`src/rtl/rfpl_pkg.sv`:
```
// shared types and constants of the resonant four-pole lowpass
// no dependencies; used by every rtl module and interface of the block
package rfpl_pkg;

  localparam int SAMPLE_BITS_DEF = 16;
  localparam int STATE_BITS_DEF  = 32;

  // configuration port
  localparam int CUTOFF_BITS    = 16;
  localparam int RESONANCE_BITS = 17;
  localparam int CFG_DATA_BITS  = 17;
  localparam int CFG_INDEX_BITS = 2;
  localparam logic [CFG_INDEX_BITS-1:0] REG_CUTOFF    = 2'd0;
  localparam logic [CFG_INDEX_BITS-1:0] REG_RESONANCE = 2'd1;
  localparam int CUTOFF_RESET    = 16384;
  localparam int RESONANCE_RESET = 0;
  localparam int CUTOFF_MAX      = 32768;
  localparam int RESONANCE_MAX   = 65536;

  // coefficient arithmetic, 16 fraction bits
  localparam int COEF_BITS = 17;
  localparam int FB_BITS   = 19;
  localparam int K_BITS    = 18;
  localparam int ONE_Q16   = 65536;
  localparam int K_116     = 76022;
  localparam int K_015     = 9830;
  localparam int K_035013  = 22946;
  localparam int K_03      = 19661;

  // shared multiplier: slices of the signed wide operand times a narrow coefficient
  localparam int MUL_B_BITS     = 20;
  localparam int MUL_CHUNK_BITS = 16;
  localparam int MUL_FRAC_BITS  = 16;

  localparam int POLES          = 4;
  localparam int POLE_IDX_BITS  = 2;
  localparam logic [POLE_IDX_BITS-1:0] POLE_LAST = 2'(POLES - 1);

  typedef enum logic [3:0] {
    OP_F,
    OP_F2,
    OP_F4,
    OP_T,
    OP_FB,
    OP_G,
    OP_FEED,
    OP_GAIN,
    OP_PIN,
    OP_POUT
  } op_t;

  typedef enum logic [1:0] {
    ST_IDLE,
    ST_ISSUE,
    ST_WAIT,
    ST_OUT
  } state_t;

  typedef struct packed {
    logic                     mul_start;
    op_t                      op;
    logic [POLE_IDX_BITS-1:0] idx;
    logic                     load_sample;
    logic                     load_out;
  } cmd_t;

endpackage

```
`src/rtl/rfpl_stream_if.sv`:
```
// valid/ready stream interfaces for input and output samples
// depends on rfpl_pkg for the default sample width
interface rfpl_in_if #(parameter int SAMPLE_BITS = rfpl_pkg::SAMPLE_BITS_DEF) ();
  logic                          valid;
  logic                          ready;
  logic signed [SAMPLE_BITS-1:0] sample_in;

  modport source (output valid, output sample_in, input ready);
  modport sink   (input valid, input sample_in, output ready);
endinterface

interface rfpl_out_if #(parameter int SAMPLE_BITS = rfpl_pkg::SAMPLE_BITS_DEF) ();
  logic                          valid;
  logic                          ready;
  logic signed [SAMPLE_BITS-1:0] sample_out;

  modport source (output valid, output sample_out, input ready);
  modport sink   (input valid, input sample_out, output ready);
endinterface

```
`src/rtl/rfpl_mul.sv`:
```
// multi-cycle signed multiplier with rounding by 2^16, one 16-bit slice a cycle
// depends on rfpl_pkg
module rfpl_mul #(
  parameter int A_BITS = rfpl_pkg::STATE_BITS_DEF + 3
) (
  input  logic                                                   clk,
  input  logic                                                   rst,
  input  logic                                                   start,
  input  logic signed [A_BITS-1:0]                               a,
  input  logic signed [rfpl_pkg::MUL_B_BITS-1:0]                 b,
  output logic                                                   done,
  output logic signed [A_BITS+rfpl_pkg::MUL_B_BITS-rfpl_pkg::MUL_FRAC_BITS-1:0] result
);
  localparam int CH  = rfpl_pkg::MUL_CHUNK_BITS;
  localparam int BW  = rfpl_pkg::MUL_B_BITS;
  localparam int FR  = rfpl_pkg::MUL_FRAC_BITS;
  localparam int N   = (A_BITS + CH - 1) / CH;
  localparam int XW  = N * CH;
  localparam int PPW = CH + 1 + BW;
  localparam int PW  = XW + BW;
  localparam int RW  = A_BITS + BW - FR;
  localparam int CW  = (N > 1) ? $clog2(N) : 1;

  logic signed [XW-1:0]  a_sh;
  logic signed [BW-1:0]  b_q;
  logic [CW-1:0]         cnt;
  logic                  busy;
  logic                  pp_valid;
  logic                  pp_last;
  logic signed [PPW:0]   pp;
  logic signed [PW-1:0]  acc;
  logic signed [CH:0]    chunk;
  logic signed [PPW-1:0] mprod;
  logic                  last;

  // top slice carries the sign, lower slices are unsigned
  assign chunk = (cnt == '0) ? {a_sh[XW-1], a_sh[XW-1 -: CH]} : {1'b0, a_sh[XW-1 -: CH]};
  assign mprod = chunk * b_q;
  assign last  = (cnt == CW'(N - 1));

  always_ff @(posedge clk) begin
    if (rst) begin
      busy     <= 1'b0;
      pp_valid <= 1'b0;
      pp_last  <= 1'b0;
      done     <= 1'b0;
      cnt      <= '0;
    end else begin
      done     <= pp_valid && pp_last;
      pp_valid <= busy;
      pp_last  <= busy && last;
      if (start) begin
        busy <= 1'b1;
        cnt  <= '0;
      end else if (busy) begin
        cnt <= cnt + CW'(1);
        if (last) begin
          busy <= 1'b0;
        end
      end
    end
  end

  always_ff @(posedge clk) begin
    if (start) begin
      a_sh <= XW'(a);
      b_q  <= b;
      acc  <= '0;
    end else begin
      if (busy) begin
        a_sh <= a_sh <<< CH;
        // rounding half is folded into the lowest slice
        pp   <= $signed({mprod[PPW-1], mprod})
              + $signed({{(PPW-FR+1){1'b0}}, last, {(FR-1){1'b0}}});
      end
      if (pp_valid) begin
        acc <= (acc <<< CH) + PW'(pp);
      end
    end
  end

  assign result = acc[FR +: RW];
endmodule

```
`src/rtl/rfpl_dp.sv`:
```
// datapath: config registers, coefficients, pole state, shared multiplier, output register
// depends on rfpl_pkg and rfpl_mul
module rfpl_dp #(
  parameter int SAMPLE_BITS = rfpl_pkg::SAMPLE_BITS_DEF,
  parameter int STATE_BITS  = rfpl_pkg::STATE_BITS_DEF
) (
  input  logic                                   clk,
  input  logic                                   rst,
  input  logic                                   cfg_we,
  input  logic [rfpl_pkg::CFG_INDEX_BITS-1:0]    cfg_index,
  input  logic [rfpl_pkg::CFG_DATA_BITS-1:0]     cfg_data,
  input  rfpl_pkg::cmd_t                         cmd,
  output logic                                   mul_done,
  input  logic signed [SAMPLE_BITS-1:0]          sample_in,
  output logic signed [SAMPLE_BITS-1:0]          sample_out
);
  localparam int VW  = STATE_BITS + 3;
  localparam int BW  = rfpl_pkg::MUL_B_BITS;
  localparam int MRW = VW + BW - rfpl_pkg::MUL_FRAC_BITS;
  localparam int SH  = STATE_BITS - SAMPLE_BITS - 7;
  localparam int WW  = STATE_BITS + 9;
  localparam int CB  = rfpl_pkg::COEF_BITS;

  localparam logic signed [VW-1:0] ST_MAX = {{(VW-STATE_BITS+1){1'b0}}, {(STATE_BITS-1){1'b1}}};
  localparam logic signed [VW-1:0] ST_MIN = ~ST_MAX;
  localparam logic signed [WW-1:0] OUT_MAX =
    {{(WW-SAMPLE_BITS+1){1'b0}}, {(SAMPLE_BITS-1){1'b1}}};
  localparam logic signed [WW-1:0] OUT_MIN = ~OUT_MAX;

  logic [rfpl_pkg::CUTOFF_BITS-1:0]    cutoff_norm;
  logic [rfpl_pkg::RESONANCE_BITS-1:0] resonance_amount;
  logic [rfpl_pkg::CUTOFF_BITS-1:0]    c_cl;
  logic [rfpl_pkg::RESONANCE_BITS-1:0] r_cl;

  logic [CB-1:0]                    f, f2, f4, t, g;
  logic [rfpl_pkg::FB_BITS-1:0]     fb;
  logic signed [rfpl_pkg::K_BITS-1:0] k;
  logic [CB-1:0]                    one_minus_t;

  logic signed [STATE_BITS-1:0] pin  [rfpl_pkg::POLES];
  logic signed [STATE_BITS-1:0] pout [rfpl_pkg::POLES];
  logic signed [VW-1:0]         v;
  logic signed [VW-1:0]         pin_prod;
  logic signed [SAMPLE_BITS-1:0] smp;

  logic signed [VW-1:0]  mul_a;
  logic signed [BW-1:0]  mul_b;
  logic signed [MRW-1:0] res;
  logic signed [VW-1:0]  res_v;
  logic signed [VW-1:0]  xs;
  logic signed [VW-1:0]  ysum;
  logic signed [STATE_BITS-1:0] ysat;
  logic signed [WW-1:0]  o_wide;

  function automatic logic signed [STATE_BITS-1:0] sat_state(input logic signed [VW-1:0] x);
    if (x > ST_MAX) begin
      return ST_MAX[STATE_BITS-1:0];
    end else if (x < ST_MIN) begin
      return ST_MIN[STATE_BITS-1:0];
    end
    return x[STATE_BITS-1:0];
  endfunction

  assign c_cl = (cutoff_norm > rfpl_pkg::CUTOFF_BITS'(rfpl_pkg::CUTOFF_MAX))
              ? rfpl_pkg::CUTOFF_BITS'(rfpl_pkg::CUTOFF_MAX) : cutoff_norm;
  assign r_cl = (resonance_amount > rfpl_pkg::RESONANCE_BITS'(rfpl_pkg::RESONANCE_MAX))
              ? rfpl_pkg::RESONANCE_BITS'(rfpl_pkg::RESONANCE_MAX) : resonance_amount;
  assign one_minus_t = CB'(rfpl_pkg::ONE_Q16) - t;

  // sample into state format
  generate
    if (SH >= 0) begin : g_xs_up
      assign xs = VW'(smp) <<< SH;
    end else begin : g_xs_down
      localparam logic signed [VW-1:0] XS_HALF = VW'(1) <<< (-SH - 1);
      assign xs = (VW'(smp) + XS_HALF) >>> (-SH);
    end
  endgenerate

  // state format back to sample format
  generate
    if (SH > 0) begin : g_o_down
      localparam logic signed [WW-1:0] O_HALF = WW'(1) <<< (SH - 1);
      assign o_wide = (WW'(pout[rfpl_pkg::POLES-1]) + O_HALF) >>> SH;
    end else if (SH == 0) begin : g_o_same
      assign o_wide = WW'(pout[rfpl_pkg::POLES-1]);
    end else begin : g_o_up
      assign o_wide = WW'(pout[rfpl_pkg::POLES-1]) <<< (-SH);
    end
  endgenerate

  // operand select
  always_comb begin
    mul_a = '0;
    mul_b = '0;
    case (cmd.op)
      rfpl_pkg::OP_F: begin
        mul_a = VW'($signed({1'b0, c_cl, 1'b0}));
        mul_b = BW'(rfpl_pkg::K_116);
      end
      rfpl_pkg::OP_F2: begin
        mul_a = VW'($signed({1'b0, f}));
        mul_b = BW'($signed({1'b0, f}));
      end
      rfpl_pkg::OP_F4: begin
        mul_a = VW'($signed({1'b0, f2}));
        mul_b = BW'($signed({1'b0, f2}));
      end
      rfpl_pkg::OP_T: begin
        mul_a = VW'($signed({1'b0, f2}));
        mul_b = BW'(rfpl_pkg::K_015);
      end
      rfpl_pkg::OP_FB: begin
        mul_a = VW'($signed({1'b0, r_cl, 2'b00}));
        mul_b = BW'($signed({1'b0, one_minus_t}));
      end
      rfpl_pkg::OP_G: begin
        mul_a = VW'($signed({1'b0, f4}));
        mul_b = BW'(rfpl_pkg::K_035013);
      end
      rfpl_pkg::OP_FEED: begin
        mul_a = VW'(pout[rfpl_pkg::POLES-1]);
        mul_b = BW'($signed({1'b0, fb}));
      end
      rfpl_pkg::OP_GAIN: begin
        mul_a = v;
        mul_b = BW'($signed({1'b0, g}));
      end
      rfpl_pkg::OP_PIN: begin
        mul_a = VW'(pin[cmd.idx]);
        mul_b = BW'(rfpl_pkg::K_03);
      end
      rfpl_pkg::OP_POUT: begin
        mul_a = VW'(pout[cmd.idx]);
        mul_b = BW'(k);
      end
      default: begin
        mul_a = '0;
        mul_b = '0;
      end
    endcase
  end

  rfpl_mul #(.A_BITS(VW)) u_mul (
    .clk    (clk),
    .rst    (rst),
    .start  (cmd.mul_start),
    .a      (mul_a),
    .b      (mul_b),
    .done   (mul_done),
    .result (res)
  );

  assign res_v = res[VW-1:0];
  assign ysum  = v + pin_prod + res_v;
  assign ysat  = sat_state(ysum);

  // config registers and pole state
  always_ff @(posedge clk) begin
    if (rst) begin
      cutoff_norm      <= rfpl_pkg::CUTOFF_BITS'(rfpl_pkg::CUTOFF_RESET);
      resonance_amount <= rfpl_pkg::RESONANCE_BITS'(rfpl_pkg::RESONANCE_RESET);
      for (int i = 0; i < rfpl_pkg::POLES; i++) begin
        pin[i]  <= '0;
        pout[i] <= '0;
      end
    end else begin
      if (cfg_we) begin
        case (cfg_index)
          rfpl_pkg::REG_CUTOFF:    cutoff_norm      <= cfg_data[rfpl_pkg::CUTOFF_BITS-1:0];
          rfpl_pkg::REG_RESONANCE: resonance_amount <= cfg_data[rfpl_pkg::RESONANCE_BITS-1:0];
          default: ;
        endcase
      end
      if (mul_done && cmd.op == rfpl_pkg::OP_POUT) begin
        pin[cmd.idx]  <= v[STATE_BITS-1:0];
        pout[cmd.idx] <= ysat;
      end
    end
  end

  // input sample, output register, coefficients and working values
  always_ff @(posedge clk) begin
    if (cmd.load_sample) begin
      smp <= sample_in;
    end
    if (cmd.load_out) begin
      if (o_wide > OUT_MAX) begin
        sample_out <= OUT_MAX[SAMPLE_BITS-1:0];
      end else if (o_wide < OUT_MIN) begin
        sample_out <= OUT_MIN[SAMPLE_BITS-1:0];
      end else begin
        sample_out <= o_wide[SAMPLE_BITS-1:0];
      end
    end
    if (mul_done) begin
      case (cmd.op)
        rfpl_pkg::OP_F: begin
          f <= res[CB-1:0];
          k <= $signed(rfpl_pkg::K_BITS'(rfpl_pkg::ONE_Q16)) - $signed({1'b0, res[CB-1:0]});
        end
        rfpl_pkg::OP_F2:   f2       <= res[CB-1:0];
        rfpl_pkg::OP_F4:   f4       <= res[CB-1:0];
        rfpl_pkg::OP_T:    t        <= res[CB-1:0];
        rfpl_pkg::OP_FB:   fb       <= res[rfpl_pkg::FB_BITS-1:0];
        rfpl_pkg::OP_G:    g        <= res[CB-1:0];
        rfpl_pkg::OP_FEED: v        <= xs - res_v;
        rfpl_pkg::OP_GAIN: v        <= VW'(sat_state(res_v));
        rfpl_pkg::OP_PIN:  pin_prod <= res_v;
        rfpl_pkg::OP_POUT: v        <= VW'(ysat);
        default: ;
      endcase
    end
  end
endmodule

```
`src/rtl/rfpl_ctrl.sv`:
```
// controller: sequences coefficient, feedback, gain and pole products through the shared multiplier
// depends on rfpl_pkg
module rfpl_ctrl (
  input  logic           clk,
  input  logic           rst,
  input  logic           cfg_we,
  input  logic           in_valid,
  output logic           in_ready,
  output logic           out_valid,
  input  logic           out_ready,
  input  logic           mul_done,
  output rfpl_pkg::cmd_t cmd
);
  rfpl_pkg::state_t                   state, state_next;
  rfpl_pkg::op_t                      op, op_next;
  logic [rfpl_pkg::POLE_IDX_BITS-1:0] idx, idx_next;
  logic                               dirty;
  logic                               out_free;

  assign out_free = !out_valid || out_ready;

  // next state
  always_comb begin
    state_next = state;
    case (state)
      rfpl_pkg::ST_IDLE:  if (in_valid) state_next = rfpl_pkg::ST_ISSUE;
      rfpl_pkg::ST_ISSUE: state_next = rfpl_pkg::ST_WAIT;
      rfpl_pkg::ST_WAIT: begin
        if (mul_done) begin
          if (op == rfpl_pkg::OP_POUT && idx == rfpl_pkg::POLE_LAST) begin
            state_next = rfpl_pkg::ST_OUT;
          end else begin
            state_next = rfpl_pkg::ST_ISSUE;
          end
        end
      end
      rfpl_pkg::ST_OUT:   if (out_free) state_next = rfpl_pkg::ST_IDLE;
      default:            state_next = rfpl_pkg::ST_IDLE;
    endcase
  end

  // product sequence: coefficients only after reset or a config change
  always_comb begin
    op_next  = op;
    idx_next = idx;
    if (state == rfpl_pkg::ST_IDLE && in_valid) begin
      op_next  = dirty ? rfpl_pkg::OP_F : rfpl_pkg::OP_FEED;
      idx_next = '0;
    end else if (state == rfpl_pkg::ST_WAIT && mul_done) begin
      case (op)
        rfpl_pkg::OP_F:    op_next = rfpl_pkg::OP_F2;
        rfpl_pkg::OP_F2:   op_next = rfpl_pkg::OP_F4;
        rfpl_pkg::OP_F4:   op_next = rfpl_pkg::OP_T;
        rfpl_pkg::OP_T:    op_next = rfpl_pkg::OP_FB;
        rfpl_pkg::OP_FB:   op_next = rfpl_pkg::OP_G;
        rfpl_pkg::OP_G:    op_next = rfpl_pkg::OP_FEED;
        rfpl_pkg::OP_FEED: op_next = rfpl_pkg::OP_GAIN;
        rfpl_pkg::OP_GAIN: op_next = rfpl_pkg::OP_PIN;
        rfpl_pkg::OP_PIN:  op_next = rfpl_pkg::OP_POUT;
        rfpl_pkg::OP_POUT: begin
          op_next  = rfpl_pkg::OP_PIN;
          idx_next = idx + rfpl_pkg::POLE_IDX_BITS'(1);
        end
        default:           op_next = rfpl_pkg::OP_FEED;
      endcase
    end
  end

  // outputs
  always_comb begin
    in_ready        = (state == rfpl_pkg::ST_IDLE);
    cmd.mul_start   = (state == rfpl_pkg::ST_ISSUE);
    cmd.op          = op;
    cmd.idx         = idx;
    cmd.load_sample = (state == rfpl_pkg::ST_IDLE) && in_valid;
    cmd.load_out    = (state == rfpl_pkg::ST_OUT) && out_free;
  end

  always_ff @(posedge clk) begin
    if (rst) begin
      state     <= rfpl_pkg::ST_IDLE;
      op        <= rfpl_pkg::OP_FEED;
      idx       <= '0;
      dirty     <= 1'b1;
      out_valid <= 1'b0;
    end else begin
      state <= state_next;
      op    <= op_next;
      idx   <= idx_next;
      if (cfg_we) begin
        dirty <= 1'b1;
      end else if (state == rfpl_pkg::ST_WAIT && mul_done && op == rfpl_pkg::OP_G) begin
        dirty <= 1'b0;
      end
      if (cmd.load_out) begin
        out_valid <= 1'b1;
      end else if (out_ready) begin
        out_valid <= 1'b0;
      end
    end
  end
endmodule

```
`src/rtl/resonant_four_pole_lowpass.sv`:
```
// Four-pole resonant ladder lowpass, one signed sample in, one filtered sample out.
// Every product goes through one shared multiplier that handles a 16-bit slice of the
// state operand per cycle, and each item needs ten such products (feedback, gain, two
// per pole). After reset or any configuration write the next item first recomputes the
// cutoff and resonance coefficients, six more products. A finished sample waits in the
// output register while the next input is taken. Write configuration only while the
// block is idle.
module resonant_four_pole_lowpass #(
  parameter int SAMPLE_BITS = rfpl_pkg::SAMPLE_BITS_DEF,
  parameter int STATE_BITS  = rfpl_pkg::STATE_BITS_DEF
) (
  input  logic                                clk,
  input  logic                                rst,
  input  logic                                cfg_we,
  input  logic [rfpl_pkg::CFG_INDEX_BITS-1:0] cfg_index,
  input  logic [rfpl_pkg::CFG_DATA_BITS-1:0]  cfg_data,
  rfpl_in_if.sink                             rx,
  rfpl_out_if.source                          tx
);
  rfpl_pkg::cmd_t                cmd;
  logic                          mul_done;
  logic                          in_ready;
  logic                          out_valid;
  logic signed [SAMPLE_BITS-1:0] sample_out;

  rfpl_ctrl u_ctrl (
    .clk       (clk),
    .rst       (rst),
    .cfg_we    (cfg_we),
    .in_valid  (rx.valid),
    .in_ready  (in_ready),
    .out_valid (out_valid),
    .out_ready (tx.ready),
    .mul_done  (mul_done),
    .cmd       (cmd)
  );

  rfpl_dp #(
    .SAMPLE_BITS (SAMPLE_BITS),
    .STATE_BITS  (STATE_BITS)
  ) u_dp (
    .clk        (clk),
    .rst        (rst),
    .cfg_we     (cfg_we),
    .cfg_index  (cfg_index),
    .cfg_data   (cfg_data),
    .cmd        (cmd),
    .mul_done   (mul_done),
    .sample_in  (rx.sample_in),
    .sample_out (sample_out)
  );

  assign rx.ready      = in_ready;
  assign tx.valid      = out_valid;
  assign tx.sample_out = sample_out;
endmodule

```
`src/flat_wrapper.sv`:
```
// flat-port wrapper written by rule: the top's interface ports become plain ports
module resonant_four_pole_lowpass_flat 
#(
  parameter int SAMPLE_BITS = rfpl_pkg::SAMPLE_BITS_DEF,
  parameter int STATE_BITS  = rfpl_pkg::STATE_BITS_DEF
)
  (clk, rst, cfg_we, cfg_index, cfg_data, rx_valid, rx_sample_in, rx_ready, tx_valid, tx_sample_out, tx_ready);
  rfpl_in_if #(.SAMPLE_BITS(SAMPLE_BITS)) rx_i ();
  rfpl_out_if #(.SAMPLE_BITS(SAMPLE_BITS)) tx_i ();
  input  logic clk;
  input  logic rst;
  input  logic cfg_we;
  input  logic [rfpl_pkg::CFG_INDEX_BITS-1:0] cfg_index;
  input  logic [rfpl_pkg::CFG_DATA_BITS-1:0] cfg_data;
  input wire logic [$bits(rx_i.valid)-1:0] rx_valid;
  input wire logic [$bits(rx_i.sample_in)-1:0] rx_sample_in;
  output wire logic [$bits(rx_i.ready)-1:0] rx_ready;
  output wire logic [$bits(tx_i.valid)-1:0] tx_valid;
  output wire logic [$bits(tx_i.sample_out)-1:0] tx_sample_out;
  input wire logic [$bits(tx_i.ready)-1:0] tx_ready;
  assign rx_i.valid = rx_valid;
  assign rx_i.sample_in = rx_sample_in;
  assign rx_ready = rx_i.ready;
  assign tx_valid = tx_i.valid;
  assign tx_sample_out = tx_i.sample_out;
  assign tx_i.ready = tx_ready;
  resonant_four_pole_lowpass #(.SAMPLE_BITS(SAMPLE_BITS), .STATE_BITS(STATE_BITS)) u_core (.clk(clk), .rst(rst), .cfg_we(cfg_we), .cfg_index(cfg_index), .cfg_data(cfg_data), .rx(rx_i), .tx(tx_i));
endmodule
```
`config.mk`:
```
export PLATFORM = sky130hd
export DESIGN_NAME = resonant_four_pole_lowpass_flat
export DESIGN_NICKNAME = d
export VERILOG_FILES = /design/src/rtl/rfpl_pkg.sv /design/src/rtl/rfpl_stream_if.sv /design/src/rtl/rfpl_mul.sv /design/src/rtl/rfpl_dp.sv /design/src/rtl/rfpl_ctrl.sv /design/src/rtl/resonant_four_pole_lowpass.sv /design/src/flat_wrapper.sv
export SDC_FILE = /design/constraint.sdc
export NUM_CORES = 2
export LEC_CHECK = 0
export BUFFER_PORTS_ARGS = -buffer_cell sky130_fd_sc_hd__buf_4
export CORE_MARGIN = 3
export CORE_UTILIZATION = 59
export CTS_CLUSTER_SIZE = 40
export DETAILED_ROUTE_END_ITERATION = 16
export GPL_ROUTABILITY_DRIVEN = 1
export GPL_TIMING_DRIVEN = 0
export PLACE_DENSITY_LB_ADDON = 0.1
export SYNTH_ARGS = -nofsm -noshare
export SYNTH_HDL_FRONTEND = slang
export SYNTH_SLANG_ARGS = --single-unit
```
`constraint.sdc`:
```
create_clock -name clk -period 6.6 [get_ports clk]
set_input_delay 0.33 -clock clk [delete_from_list [all_inputs] [get_ports clk]]
set_output_delay 0.33 -clock clk [all_outputs]
set_load 0.1 [all_outputs]
```
======== Word-level counts from Yosys, hierarchy flattened ========
Memories as Yosys holds them, arrays and structs flattened. A register that Yosys moved wholly into a read port is not among the register bits.
Index checks and enable logic that the tools add are counted.
cells by class
  $add $sub $neg .......................... 10
  multiply operators ...................... 1
  $lt $le $gt $ge ......................... 8
  eq/ne operators ......................... 18
  mux-type cells .......................... 50
  bitwise operators ....................... 1
  reductions and logical operators ........ 38
operator list
  cell                      number
  $pmux W35 S9              1
  $mux W32                  8
  $pmux W20 S10             1
  $pmux W35 S3              1
  $mux W48                  2
  $add A35 B35 Y35          2
  $gt A35 B32 Y1 const B    2
  $lt A35 B32 Y1 const B    2
  $reduce_or A32 Y1         2
  $add A51 B38 Y51          1
  $add A37 B17 Y38          1
  $mul A17 B20 Y37          1
  $sub A25 B35 Y35          1
  $mux W17                  2
  $add A32 B10 Y33 const B  1
  $mux W16                  2
  $pmux W4 S8               1
  $gt A24 B16 Y1 const B    1
  $lt A24 B16 Y1 const B    1
  $reduce_and A2 Y1         12
  $mux W2                   10
  $mux W1                   18
  $sub A17 B17 Y18 const A  1
  $gt A17 B17 Y1 const B    1
  23 further kinds          51
storage, ports and cells
  flip-flop bits (word level) ............. 430
  RAM bits ................................ 256
  bits of input ports ..................... 40
  output and inout bits ................... 18
  logic and storage cells ................. 155
  memories ................................ 2
memories
  memory            depth  width  rd ports  clocked after memory_dff  write ports  line           text
  u_core.u_dp.pin   4      32     1         1                         4            rfpl_dp.sv:40  logic signed [STATE_BITS-1:0] pin [rfpl_pkg::POLES];
  u_core.u_dp.pout  4      32     2         1                         4            rfpl_dp.sv:41  logic signed [STATE_BITS-1:0] pout [rfpl_pkg::POLES];

======== Logic depth before layout (Yosys ltp) ========
  word-level depth ........................ 7
  mapped depth ............................ 26

======== By module ========
From an unflattened synthesis, not the netlist that was laid out.
second synthesis, totals
  cells, all modules ...................... 4,404
  area total of the unflattened synthesis .. 48,365.1 um^2
by module, submodules not included
  module     times used  cells each  area each (um^2)  seq. area each (um^2)
  rfpl_dp    1           2,199       26,832.0          15,044.4
  rfpl_mul   1           2,140       20,952.6          4,404.2
  rfpl_ctrl  1           65          580.6             200.2

======== Worst setup path before layout ========
OpenSTA, ideal clock, no wires.
  path type ............................... register to register
  start ................................... register u_core.u_dp.u_mul.b_q[14]
  end ..................................... register u_core.u_dp.u_mul.pp[34], data pin
  arrival time ............................ 6.177 ns
  slack ................................... 0.164 ns
  cell stages (with the launch flop) ...... 24
  buffers on the path ..................... 1
  period minus slack after synthesis ...... 6.436 ns
  cells stage by stage .................... edfxtp_1 > clkbuf_1 > nand2_1 > fa_1 > inv_1 > fa_1 > inv_1 > fa_1 > inv_1 > fa_1 > inv_1 > fa_1 > inv_1 > fa_1 > ha_1 > a21o_1 > a21oi_1 > o21ai_0 > a2111oi_0 > a221oi_1 > o31ai_1 > o21ai_0 > a21oi_1 > xnor2_1
between the ends
  cells in the longest elaborated chain, start to end .. 2
RTL lines
  what                    line            text
  from (decl)             rfpl_mul.sv:25  logic signed [BW-1:0] b_q;
  from (signal assigned)  rfpl_mul.sv:67  b_q <= b;
  $mul A17 B20 Y37        rfpl_mul.sv:38  assign mprod = chunk * b_q;
  $add A37 B17 Y38        rfpl_mul.sv:74  + $signed({{(PPW-FR+1){1'b0}}, last, {(FR-1){1'b0}}});
  to (signal assigned)    rfpl_mul.sv:73  pp <= $signed({mprod[PPW-1], mprod})
  to (decl)               rfpl_mul.sv:30  logic signed [PPW:0] pp;
No other way between the ends.
A chain may end at the register's enable or synchronous reset.

======== Worst setup path in the final report ========
  start ................................... register u_core.u_dp.u_mul.b_q[4]
  end ..................................... register u_core.u_dp.u_mul.pp[37], data pin
Same word-level chain as after synthesis.

==> results_dict.tcl <==
set metrics [dict create \
    status "completed" \
    fin_worst_skew_ns 0.04241 \
    setup_viol 0 \
    ys_seq_area_share_pct 41.39 \
    routed_via_density 6.352 \
    slew_headroom_pct 2.014 \
    design_area_mm2 0.05307 \
    route.vias.total 35900 \
    grt_pass1_vias 34570 \
    crit_cells 23 \
    worst-path-buf-inv 8 \
    drive_above_1_share_pct 10.12 \
    core_mm2 0.07926 \
    cts-root-buf "clkbuf_16" \
    slowest_delay_ns 0.56 \
    crit_start "u_core.u_dp.u_mul.b_q[4]$_DFFE_PP_" \
    die_w_um 289.4 \
    r2r-end "u_core.u_dp.u_mul.pp[37]$_DFFE_PP_" \
    critical_path_class "flop to flop" \
    worstPathRequired_ns 7.00 \
    place_congestion 0.9867 \
    detailed_place.area_mm2 0.04935 \
    clock.fmax_ghz 0.1535 \
    drtIter0Drc 4418 \
    hold_class "input pin to flop" \
    io_buffer_count 56 \
    nets 5153 \
    wl_met2_mm 61.94 \
    netlist_top_cells_count "edfxtp_1 (585), inv_1 (467), nand2_1 (414), fa_1 (383), and2_1 (304)" \
    drv_slew 0 \
    maxCapViolCount 0 \
    synthArstFlopShare_pct 0 \
    endpoint "u_core.u_dp.u_mul.pp[37]$_DFFE_PP_" \
    post-dp-hpwl_mm 114.0 \
    clkLatencyLatePin_ns 0.66 \
    wl_met3_mm 21.94 \
    endpoint_kind "flop" \
    top_layer_used "met5" \
    synth_top_area_share_pct 37.08 \
    synth_area_per_cell_um2 10.98 \
    ys_types 93 \
    cts_max_level 3 \
    critPathArrivalTime_ns 6.91 \
    synth_edf_count 585 \
    grt_pass1_wl_mm 223.2 \
    drtPass1Iterations 10 \
    cts_tree "done" \
    io_pins 58 \
    ant_nets 0 \
    start_util_pct 59.78 \
    ys_ff_latch 687 \
    cpMaxStageDelayCell "fa_1" \
    tightest_slew_ns 1.459 \
    cts_made_buffers 72 \
    r2r_slack_ns 0.09 \
    synthMostInstantiatedCell "edfxtp_1" \
    die_h_um 289.4 \
    cp_cell_sequence "buf_4, and2_1, fa_1, inv_1, fa_1, inv_1, fa_1, fa_1, inv_2, fa_1, fa_1, inv_2, ha_4, buf_4, inv_1, o311ai_2, a32oi_2, a31oi_4, buf_12, nor3_2, o211ai_1, a31oi_1, xnor2_1" \
    die-area_mm2 0.08374 \
    crit_top_cell "fa_1" \
    syn-num-nets 4927 \
    hold_viol 0 \
    hold_slack_ns 0.05344 \
    grt.total_usage_pct 36.61 \
    yosys.area.top_type "edfxtp_1" \
    antenna_found_initial 11 \
    drc 0 \
    rr_startpoint "u_core.u_dp.u_mul.b_q[4]$_DFFE_PP_" \
    cp_top_family "adder cells" \
    rows 103 \
    overflow 0 \
    synth_area_mm2 0.04738 \
    drt_wl_total_mm 150.6 \
    finalCritPeriodShare_pct 98.68 \
    routedWlPerCell_um 26.65 \
    r2r.worst_path.cells 23 \
    area_delta_synth_final_pct 12.02 \
    clk_pin_slew_ns 0.06 \
    synthFlopType "edfxtp_1" \
    wl_met1_mm 60.27 \
    synth_warnings 0 \
    clock_path_buffers 3 \
    cts_sinks 687 \
    cp-start-kind "flop" \
    setup_ws_ns 0.08725 \
    grt_max_degree 48 \
    synth_area_leaders "edfxtp_1 (37%), fa_1 (16%), ha_1 (5.0%)" \
    critPathMaxFanout 7 \
    finalCriticalPeriod_ns 6.513 \
    dp_slack_ns -1.265 \
    syn_inst 4314 \
    final_core_util_pct 66.96 \
]
logic make-up (layout without fill, tap and decap cells):
kind of cell | Yosys count | in the layout | share of synthesized area, %
adders and majority gates | 573 | 573 | 21.20
and+or+nand+nor | 1281 | 1281 | 13.42
other | 0 | 5 | 0
xor gates and xnor gates | 157 | 157 | 2.902
muxes | 108 | 108 | 3.977
DFF | 687 | 687 | 41.39
buffers and inverters | 687 | 970 | 5.543
AOI/OAI and AO/OA | 821 | 821 | 11.56
layer usage:
| layer | vias to the layer above | GRT usage [%] |
|---|---|---|
| li1 | 15500 | - |
| met3 | 361 | 13.13 |
| met2 | 2166 | 50.54 |
| met4 | 6 | 13.60 |
| met5 | - | 0 |
| met1 | 17870 | 53.16 |
state kept, by name, summed over array words and instances, names as in the netlist, 4 cells and up, named ones only:
name,cells
u_core.u_ctrl.op,4
u_core.u_dp.cutoff_norm,16
u_core.u_dp.f,17
u_core.u_dp.f2,17
u_core.u_dp.f4,17
u_core.u_dp.fb,19
u_core.u_dp.g,17
u_core.u_dp.k,17
u_core.u_dp.pin,128
u_core.u_dp.pin_prod,35
u_core.u_dp.pout,128
u_core.u_dp.resonance_amount,17
u_core.u_dp.sample_out,16
u_core.u_dp.smp,16
u_core.u_dp.t,17
u_core.u_dp.u_mul.a_sh,48
u_core.u_dp.u_mul.acc,51
u_core.u_dp.u_mul.b_q,20
u_core.u_dp.u_mul.pp,38
u_core.u_dp.v,35
worst min-delay path: stages:
cell,delay (ns)
buf_4,0.08
nor2b_1,0.06
a21oi_1,0.12
nor2_1,0.05
area by class of cell:
type,count,area (um2)
tap,1050,1314
inverter,469,1760
timing repair buffer,156,1394
multi-input combinational,2940,25470
clock buffer,90,1921
antenna,5,12.51
sequential,687,19610
clock inverter,41,504.2
fill,6093,26190
buffer,214,1084
layout by cell type, fill, tap and decap left out, types with 25 or more instances in the layout:
cell type and n:
edfxtp_1 585, inv_1 461, nand2_1 412, fa_1 379, and2_1 302, a21oi_1 268, nor2_1 235, ha_1 183
clkbuf_1 131, buf_4 118, o21ai_0 118, dfxtp_1 100, xnor2_1 99, a21o_1 79, clkbuf_16 73, mux4_2 64
nand3_1 58, xor2_1 56, nor3_1 48, mux2i_1 42, nor2b_1 41, a221oi_1 35, dlygate4sd3_1 34, a31oi_1 33
buf_2 32, nand4_1 31, a22oi_1 30, and3_1 27, a222oi_1 26, o21a_1 25
how the worst min path moves through the flow:
| stage | start | end | slack [ns] | cells after the start |
|---|---|---|---|---|
| after floorplan | u_core.u_dp.u_mul.acc[50]$_SDFFE_PP0P_ | u_core.u_dp.pin_prod[34]$_DFFE_PP_ | 0.41 | 0 |
| after global placement | u_core.u_ctrl.dirty$_SDFFE_PP1P_ | u_core.u_ctrl.dirty$_SDFFE_PP1P_ | 0.44 | 1 |
| after detailed placement | u_core.u_dp.u_mul.pp_last$_SDFF_PP0_ | u_core.u_dp.u_mul.done$_SDFF_PP0_ | 0.45 | 1 |
| after CTS | tx_ready | u_core.u_ctrl.out_valid$_SDFFE_PP0P_ | 0.03 | 4 |
| after global routing | tx_ready | u_core.u_ctrl.out_valid$_SDFFE_PP0P_ | 0.08 | 4 |
| final | tx_ready | u_core.u_ctrl.out_valid$_SDFFE_PP0P_ | 0.05 | 4 |
per-stage QoR:
stage / cells / setup TNS (ns)
detailed placement: 5430 / -14.76
CTS: 5621 / -0.002603
global route: 5647 / -0.09599
floorplan: 4314 / 0
finish: 5652 / 0
global placement: 5420 / -19.86
what timing repair did:
| item | in CTS | in global routing |
|---|---|---|
| endpoints found under the setup margin | 22 | 15 |
| endpoints found under the hold margin | 50 | 0 |
| pin swaps | 6 | 35 |
| gates resized for setup | 102 | 102 |
| setup buffers | 26 | 30 |
| hold buffers | 34 | 0 |
Power is not shown: default switching activity piles up to over one toggle a cycle in this logic, so the estimate is an artifact.
